===== config.mk =====
export PLATFORM = sky130hd
export DESIGN_NAME = mpsm_voice_cell
export DESIGN_NICKNAME = d
export VERILOG_FILES = /design/src/hw/rtl/mpsm_pkg.sv /design/src/hw/rtl/mpsm_voice_cell.sv
export SDC_FILE = /design/constraint.sdc
export NUM_CORES = 1
export LEC_CHECK = 0
export BUFFER_PORTS_ARGS = -buffer_cell sky130_fd_sc_hd__buf_4
export CAP_MARGIN = 20
export CORE_MARGIN = 2
export CORE_UTILIZATION = 57
export CTS_CLUSTER_DIAMETER = 40
export DETAILED_ROUTE_END_ITERATION = 6
export PLACE_DENSITY_LB_ADDON = 0.15
export SYNTH_ARGS = -nofsm -noshare
export SYNTH_HDL_FRONTEND = slang
export SYNTH_SLANG_ARGS = --single-unit

===== constraint.sdc =====
create_clock -name clk -period 4.1 [get_ports clk]
set_input_delay 1.23 -clock clk [delete_from_list [all_inputs] [get_ports clk]]
set_output_delay 1.23 -clock clk [all_outputs]
set_load 0.01 [all_outputs]

===== src/hw/rtl/mpsm_pkg.sv =====
// ----------------------------------------------------------------------------
// mpsm_pkg
// Shared types, constants and arithmetic helpers of the PCM sample mixer.
// ----------------------------------------------------------------------------
package mpsm_pkg;

    localparam int VOICES_DEF       = 16;
    localparam int SAMPLE_DEPTH_DEF = 16384;
    localparam int MIX_RATE         = 44100;

    // step = floor(rate * 2^16 / MIX_RATE) = (rate * STEP_M) >> 30
    localparam logic [30:0] STEP_M =
        31'(((64'd1 << 46) + 64'(MIX_RATE) - 64'd1) / 64'(MIX_RATE));
    // floor(x / 127) = (x * DIV127_M) >> 22 for x below 2^15
    localparam logic [15:0] DIV127_M = 16'(((64'd1 << 22) + 64'd126) / 64'd127);
    // floor(x / 255) = (x * DIV255_M) >> 32 for x below 2^24
    localparam logic [24:0] DIV255_M = 25'(((64'd1 << 32) + 64'd254) / 64'd255);

    typedef enum logic [2:0] {
        CMD_WRITE  = 3'd0,
        CMD_START  = 3'd1,
        CMD_GAINS  = 3'd2,
        CMD_STOP   = 3'd3,
        CMD_MIX    = 3'd4,
        CMD_QUERY  = 3'd5
    } mpsm_cmd_t;

    typedef struct packed {
        logic [2:0]  command;
        logic [3:0]  voice;
        logic [13:0] sample_address;
        logic [7:0]  sample_byte;
        logic [14:0] sound_length;
        logic [15:0] source_rate;
        logic [6:0]  volume;
        logic [7:0]  separation;
    } mpsm_item_t;

    typedef struct packed {
        logic signed [15:0] left_sample;
        logic signed [15:0] right_sample;
        logic               is_playing;
        logic               accepted;
    } mpsm_result_t;

    // Command broadcast to every voice cell
    typedef struct packed {
        logic        start;
        logic        set_gain;
        logic        stop;
        logic [3:0]  voice;
        logic [14:0] length;
        logic [16:0] step;
        logic [7:0]  lgain;
        logic [7:0]  rgain;
    } mpsm_ctl_t;

    // What the cell holding the mix token shows to the mix pipeline
    typedef struct packed {
        logic        valid;
        logic        live;
        logic [5:0]  vid;
        logic [15:0] idx;
        logic [7:0]  lgain;
        logic [7:0]  rgain;
    } mpsm_tap_t;

    typedef struct packed {
        logic        en;
        logic [3:0]  voice;
        logic [13:0] addr;
        logic [7:0]  data;
    } mpsm_wr_t;

    function automatic logic [7:0] div127(input logic [14:0] x);
        logic [30:0] p;
        begin
            p = 31'(x) * 31'(DIV127_M);
            return p[29:22];
        end
    endfunction

endpackage


===== src/hw/rtl/mpsm_voice_cell.sv =====
// ----------------------------------------------------------------------------
// mpsm_voice_cell
// State of one voice; passes the mix token on to the next cell.
// ----------------------------------------------------------------------------
module mpsm_voice_cell #(
    parameter int CELL_ID = 0
) (
    input  logic              clk,
    input  logic              rst_n,
    input  logic              token_in,
    output logic              token_out,
    input  mpsm_pkg::mpsm_ctl_t ctl,
    output logic              active,
    output mpsm_pkg::mpsm_tap_t tap
);
    import mpsm_pkg::*;

    logic        token_reg;
    logic        active_reg, active_next;
    logic [31:0] pos_reg, pos_next;
    logic [16:0] step_reg, step_next;
    logic [14:0] len_reg, len_next;
    logic [7:0]  gl_reg, gl_next;
    logic [7:0]  gr_reg, gr_next;
    logic        hit;
    logic        expire;

    assign hit    = {2'b00, ctl.voice} == 6'(CELL_ID);
    assign expire = pos_reg[31:16] >= {1'b0, len_reg};

    always_comb
    begin
        active_next = active_reg;
        pos_next    = pos_reg;
        step_next   = step_reg;
        len_next    = len_reg;
        gl_next     = gl_reg;
        gr_next     = gr_reg;
        // mix visit: drop a finished voice, else advance
        if (token_reg && active_reg)
        begin
            if (expire)
            begin
                active_next = 1'b0;
                pos_next    = '0;
                step_next   = '0;
                len_next    = '0;
                gl_next     = '0;
                gr_next     = '0;
            end
            else
            begin
                pos_next = pos_reg + 32'(step_reg);
            end
        end
        if (hit)
        begin
            priority if (ctl.stop)
            begin
                active_next = 1'b0;
                pos_next    = '0;
                step_next   = '0;
                len_next    = '0;
                gl_next     = '0;
                gr_next     = '0;
            end
            else if (ctl.start)
            begin
                active_next = 1'b1;
                pos_next    = '0;
                step_next   = ctl.step;
                len_next    = ctl.length;
                gl_next     = ctl.lgain;
                gr_next     = ctl.rgain;
            end
            else if (ctl.set_gain)
            begin
                gl_next = ctl.lgain;
                gr_next = ctl.rgain;
            end
        end
    end

    always_ff @(posedge clk or negedge rst_n)
    begin
        if (!rst_n)
        begin
            token_reg  <= 1'b0;
            active_reg <= 1'b0;
            pos_reg    <= '0;
            step_reg   <= '0;
            len_reg    <= '0;
            gl_reg     <= '0;
            gr_reg     <= '0;
        end
        else
        begin
            token_reg  <= token_in;
            active_reg <= active_next;
            pos_reg    <= pos_next;
            step_reg   <= step_next;
            len_reg    <= len_next;
            gl_reg     <= gl_next;
            gr_reg     <= gr_next;
        end
    end

    assign token_out = token_reg;
    assign active    = active_reg;

    always_comb
    begin
        tap = '0;
        if (token_reg)
        begin
            tap.valid = 1'b1;
            tap.live  = active_reg && !expire;
            tap.vid   = 6'(CELL_ID);
            tap.idx   = pos_reg[31:16];
            tap.lgain = gl_reg;
            tap.rgain = gr_reg;
        end
    end

endmodule


# After elaboration in Yosys (flattened, before gate mapping)
# Index checks and enable logic that the tools add are counted.
dict set report word_totals {
  register_bits 82
  wordCells 46
}
dict set report op_classes {
  reduce_logical 4
  n_addsub 1
  n_lt_le_gt_ge 1
  muxes 33
}
# operator n
set op_table {}
lappend op_table {{$mux W32} 5}
lappend op_table {{$mux W8} 12}
lappend op_table {{$mux W17} 5}
lappend op_table {{$mux W15} 5}
lappend op_table {{$mux W40} 1}
lappend op_table {{$add A32 B17 Y32} 1}
lappend op_table {{$ge A16 B15 Y1} 1}
lappend op_table {{$mux W1} 5}
lappend op_table {{$logic_not A4 Y1} 1}
lappend op_table {{$logic_and A1 B1 Y1} 2}
lappend op_table {{$logic_not A1 Y1} 1}

# Logic depth before layout (Yosys ltp)
# Gate-level depths: netlist of run 1.
dict set report depth {
  word_depth 7
  ltp_mapped 11
}

# Worst setup path before layout of run 1
# No wires, ideal clock.
dict set report synth_path {
  kind {reg2out}
  start {register pos_reg[16]}
  end {output tap[38] (netlist name)}
  path_stages_with_launch 9
  arrival_ps 1726
  required_time_ps 2870
  setup_slack_ps 1144
  cell_sequence {dfrtp_1 inv_1 ha_1 nand2b_1 a2111oi_1 o31ai_1 a21oi_2 nand2_1 clkinv_1}
}
# item line
set synth_lines {}
lappend synth_lines {{start, declared} mpsm_voice_cell.sv:20} ;# logic [31:0] pos_reg, pos_next;
lappend synth_lines {{start signal, assigned} mpsm_voice_cell.sv:100} ;# pos_reg <= pos_next;
lappend synth_lines {{end, declared} mpsm_voice_cell.sv:14} ;# output mpsm_pkg::mpsm_tap_t tap

==> impl_metrics.yaml, run 1 <==
status:
  status: "completed"
routing:
  ant_nets: 0
  vias_per_cell: 5.76
  vias: 3944
  routedWlPerCell_microns: 16.2
  routed_wl_microns: 11100
  drc: 0
  firstDrtPassIters: 6
  dr.first_iter.drc_count: 184
sta:
  max_freq_ghz: 0.264
  hold_viol_final: 0
  drv_slew: 0
  rsz0062_at_grt: "no"
  setup_tns_ps: 0
  setup_viol: 0
  tightestPinTransition_ps: 962
  worst_slack_ps: 311
  slew_headroom_pct: 35.6
  timing.final.crit_share_pct: 92.4
  post-route-min-period_ps: 3790
  skew_ps: 12.1
setup_path:
  path_cells: "inv_1 > ha_1 > nand2b_1 > a2111oi_1 > o31ai_1 > a21oi_2 > nand2_1 > clkinv_1 > buf_4"
  crit_path_start_kind: "flip-flop"
  cp-end-kind: "output port"
  critPathTopFamily: "compound AO/OA/AOI/OAI gates"
  worstPathMaxFanout: 9
  cp_num_buf_inv: 3
  reg2regPathDepth: 9
  worst-path-stages: 9
  crit_path_max_incr_delay_ps: 410
  cp.arrival_ps: 2560
  crit_path_top_delay_cell: "a2111oi_1"
  critPathRequiredTime_ps: 2870
  crit_type: "reg2out"
clock_network:
  cts.htree.levels: 3
  cts_buffers: 9
  cts_root_buffer: "clkbuf_8"
  cts_sinks: 82
  cts_tree: "yes"
  postCtsHoldBufs: 0
  path_clk_slew_ps: 90
  clock_latency_ps: 350
  postCtsSetupBuffers: 0
  cts-resized-gates: 0
  clock_path_buffers: 2
yosys:
  synthFlopType: "dfrtp_1"
  avgSynthCellArea_sq_um: 9.93
  ys_warn_count: 0
  yosys_register_bits: 82
  synth_edf_count: 0
  ys_seq_area_share_pct: 42.4
  ys_types: 71
  syn-cell-area_sq_um: 4840
  synthArstFlopShare_pct: 100
  syn_inst: 487
floorplan:
  dieArea_sq_um: 9240
  ios: 100
  die_h_microns: 96.1
  dieWidth_microns: 96.1
  row_count: 33
  start_util_pct: 58.9
  core_area_sq_um: 8220
layout:
  nets: 666
  drive_gt1_share_pct: 24.3
  area_delta_synth_final_pct: 20.3
  layout_common_cells: "98 x buf_4, 82 x dfrtp_1, 38 x a22o_1, 35 x nand2_1, 33 x and2_1"
  final_common_cell: "buf_4"
  largest_reg_flops: 32
  diodes: 0
place:
  dp_hpwl_microns: 7930
  gp_congestion: 0.844
  pre_cts_ws_ps: 691
  io_buffers: 93
pwr:
  ir_drop_v: 0.000330
  p_leak_uw: 0.00289
  p_per_area_nw_per_um2: 575
grt:
  track_usage_pct: 24.9
  grt_max_degree: 83
  globalRoute.totalOverflow: 0
  grt_pass1_wl_microns: 17900
  grt_pass1_vias: 3773
  antenna_found_initial: 0
flow_run:
  cap_viol_max_count: 0
hold_path:
  whs_path_depth: 1
  min_path_type: "reg2reg"
## routing by layer
| metal | share of wire, % | global-route usage, % |
|---|---|---|
| met5 | 0 | 0 |
| met4 | 1.2 | 7.74 |
| met3 | 5.4 | 4.62 |
| met2 | 48 | 39.2 |
| met1 | 45 | 35.0 |
## synthesized netlist by cell type, drive strengths merged (3+ instances only)
master / count / area, sq um
nand4b: 3 / 26.3
a22o: 38 / 333
and2: 33 / 206
nand3: 5 / 25.0
a21oi: 28 / 151
nand2b: 8 / 50.1
a211oi: 4 / 42.5
a21o: 8 / 62.6
buf: 17 / 129
nor2b: 3 / 18.8
or4: 4 / 30.0
o21ai: 29 / 145
o211ai: 4 / 35.0
dfrtp: 82 / 2050
nand4: 4 / 40.0
inv: 23 / 86.3
and3: 3 / 20.0
or3: 7 / 46.3
xor2: 7 / 61.3
nand2: 35 / 131
nor2: 32 / 130
a22oi: 4 / 30.0
xnor2: 6 / 52.6
o21a: 8 / 60.1
ha: 32 / 400
clkbuf: 10 / 37.5
nor3: 7 / 35.0
o31ai: 6 / 45.0
## metrics by stage
| step | cell area, sq um | cells | power (uW) | utilization [%] | hold WS, ps |
|---|---|---|---|---|---|
| after global routing | 5820 | 685 | 3600 | 70.8 | 517 |
| after global placement | 5560 | 668 | 2630 | 67.7 | 475 |
| after detailed placement | 5560 | 668 | 2690 | 67.7 | 476 |
| after floorplan | 4860 | 492 | 2280 | - | 458 |
| after CTS | 5790 | 684 | 3360 | 70.5 | 501 |
| final | 5820 | 685 | 3350 | 70.8 | 501 |
## logic make-up after synthesis
logic type	synth area share, %
simple gates	17.7
compound gates	22.8
flops	42.4
buf+inv	5.30
fa+ha+maj	8.69
xor+xnor	2.35
mux	0.673
other cells	0.0775
## cell type report
| class | instances | area (sq um) |
|---|---|---|
| Clock buffer | 10 | 138 |
| Clock inverter | 6 | 90.1 |
| Fill cell | 643 | 2400 |
| Inverter | 24 | 90.1 |
| Multi-Input combinational cell | 359 | 2550 |
| Sequential cell | 82 | 2050 |
| Tap cell | 105 | 131 |
| Timing Repair Buffer | 99 | 763 |
## report_power, final
part / total, uW / internal [uW] / switching, uW
combinational: 1410 / 667 / 745
clock: 660 / 361 / 299
sequential: 1280 / 1090 / 186
total: 3350 / 2120 / 1230
## final timing paths
check | start | endpoint | slack, ps
max | pos_reg[16] | tap[38] | 310
min | gl_reg[0] | gl_reg[0] | 500
max reg2reg | pos_reg[16] | step_reg[2] | 1270
min reg2reg | gl_reg[0] | gl_reg[0] | 500
max in group asynchronous | rst_n | pos_reg[10] | 2790
min in group asynchronous | rst_n | step_reg[12] | 700
No activity file was read; power rests on OpenSTA's default activity.
==> run 2, diff against run 1 <==
--- a/config.mk
+++ b/config.mk
@@ -8,7 +8,7 @@
 export BUFFER_PORTS_ARGS = -buffer_cell sky130_fd_sc_hd__buf_4
 export CAP_MARGIN = 20
 export CORE_MARGIN = 2
-export CORE_UTILIZATION = 57
+export CORE_UTILIZATION = 60
 export CTS_CLUSTER_DIAMETER = 40
 export DETAILED_ROUTE_END_ITERATION = 6
 export PLACE_DENSITY_LB_ADDON = 0.15
==> run 2 against run 1 <==
Sequential cell count did not move; power rose by 0.68%; combinational power barely moved; setup slack got worse by 1.1 ps; clock-buffer cell count rose by 1; critical endpoint unchanged.
==> impl_metrics.yaml, run 2 (same netlist as run 1, synthesis figures left out) <==
grt:
  grt_pass1_vias: 3959
  grt_max_degree: 83
  antenna_found_initial: 0
  track_usage_pct: 27.3
  globalRoute.totalOverflow: 0
  grt_pass1_wl_microns: 19000
sta:
  skew_ps: 15.4
  setup_viol: 0
  timing.final.crit_share_pct: 92.4
  rsz0062_at_grt: "no"
  slew_headroom_pct: 38.9
  post-route-min-period_ps: 3790
  setup_tns_ps: 0
  hold_viol_final: 0
  tightestPinTransition_ps: 915
  max_freq_ghz: 0.264
  drv_slew: 0
routing:
  ant_nets: 0
  vias_per_cell: 5.92
  routed_wl_microns: 11200
  drc: 0
  firstDrtPassIters: 4
  dr.first_iter.drc_count: 228
  routedWlPerCell_microns: 16.4
  vias: 4037
flow_run:
  cap_viol_max_count: 0
hold_path:
  whs_endpoint: "gl_reg[6]"
  min_path_type: "reg2reg"
  whs_path_depth: 1
  hold_start: "gl_reg[6]"
layout:
  layout_common_cells: "98 x buf_4, 82 x dfrtp_1, 38 x a22o_1, 35 x nand2_1, 33 x and2_1"
  drive_gt1_share_pct: 24.1
  diodes: 0
  area_delta_synth_final_pct: 20.2
  final_util_pct: 74.8
  final_common_cell: "buf_4"
  nets: 666
  largest_reg_flops: 32
floorplan:
  die_h_microns: 93.8
  dieWidth_microns: 93.8
  dieArea_sq_um: 8800
  core_area_sq_um: 7770
  start_util_pct: 62.3
  row_count: 32
  ios: 100
setup_path:
  crit_type: "reg2out"
  cp-end-kind: "output port"
  crit_path_start_kind: "flip-flop"
  crit_path_max_incr_delay_ps: 390
  worstPathMaxFanout: 9
  critPathRequiredTime_ps: 2870
  r2r_slack_ps: 1250
  crit_path_top_delay_cell: "a2111oi_1"
  critPathTopFamily: "compound AO/OA/AOI/OAI gates"
  rr_startpoint: "pos_reg[16]"
  cp_num_buf_inv: 3
  worst_r2r_endpoint: "step_reg[4]"
  reg2regPathDepth: 9
  path_cells: "inv_1 > ha_1 > nand2b_1 > a2111oi_1 > o31ai_1 > a21oi_2 > nand2_1 > clkinv_1 > buf_4"
  cp.arrival_ps: 2560
clock_network:
  cts_tree: "yes"
  cts_sinks: 82
  cts_buffers: 9
  cts-resized-gates: 0
  postCtsHoldBufs: 0
  clock_latency_ps: 370
  cts_root_buffer: "clkbuf_8"
  clock_path_buffers: 2
  postCtsSetupBuffers: 0
  path_clk_slew_ps: 80
  cts.htree.levels: 3
pwr:
  p_per_area_nw_per_um2: 580
  p_leak_uw: 0.00289
  ir_drop_v: 0.000290
status:
  status: "completed"
place:
  gp_congestion: 0.868
  io_buffers: 93
  dp_hpwl_microns: 7740
## run 2: changes by cell type in the layout (fill, tap and decap cells not counted), sizes merged
cell      previous run  this run
clkinv               4         3
inv                 23        24
clkinvlp             1         0
clkbuf              10        11
## run 2: area by class of cell
class	count	area, sq um
clock buffers	11	141
multi-input cells	359	2550
inverters	24	90.1
repair buffers	99	763
fillers	562	1950
clock inverters	5	86.3
well taps	102	128
flip-flops and latches	82	2050
## run 2: how the worst max path moves through the flow
stage	startpoint	endpoint	cells past startpoint
final	pos_reg[16]	tap[38]	9
after global routing	pos_reg[16]	tap[38]	9
after CTS	pos_reg[16]	tap[38]	9
after detailed placement	pos_reg[16]	tap[38]	9
after global placement	pos_reg[16]	tap[38]	9
after floorplan	pos_reg[16]	tap[38]	8
## run 2: layer usage
metal | track usage (%) | vias to the layer above | wire, microns
met5 | 0 | - | 0
li1 | - | 1923 | -
met1 | 38.6 | 1960 | 5060
met4 | 8.94 | 0 | 170
met3 | 5.46 | 14 | 771
met2 | 42.3 | 140 | 5210
## run 2: worst register-to-register path, cell delays in order, from the launching register on
cell and delay [ps]:
dfrtp_1 370, inv_1 60, ha_1 290, nand2b_1 150, a2111oi_1 390, o31ai_1 130, a21oi_2 270, nor2_1 140
nor2_2 730, a22o_1 270
## run 2: metrics by stage
stage          cells  power, uW  setup slack [ps]  hold WS (ps)  cell area (sq um)
2_1_floorplan    492       2280              1140           458               4860
3_3_place_gp     665       2620               791           475               5560
3_5_place_dp     665       2680               709           481               5560
4_1_cts          681       3370               302           501               5790
5_1_grt          682       3620              82.0           520               5810
6_report         682       3370               310           501               5810
## run 2: power by group
group / total (uW) / switching (uW) / internal, uW
sequential: 1280 / 186 / 1090
clock: 674 / 309 / 364
combinational: 1420 / 752 / 669
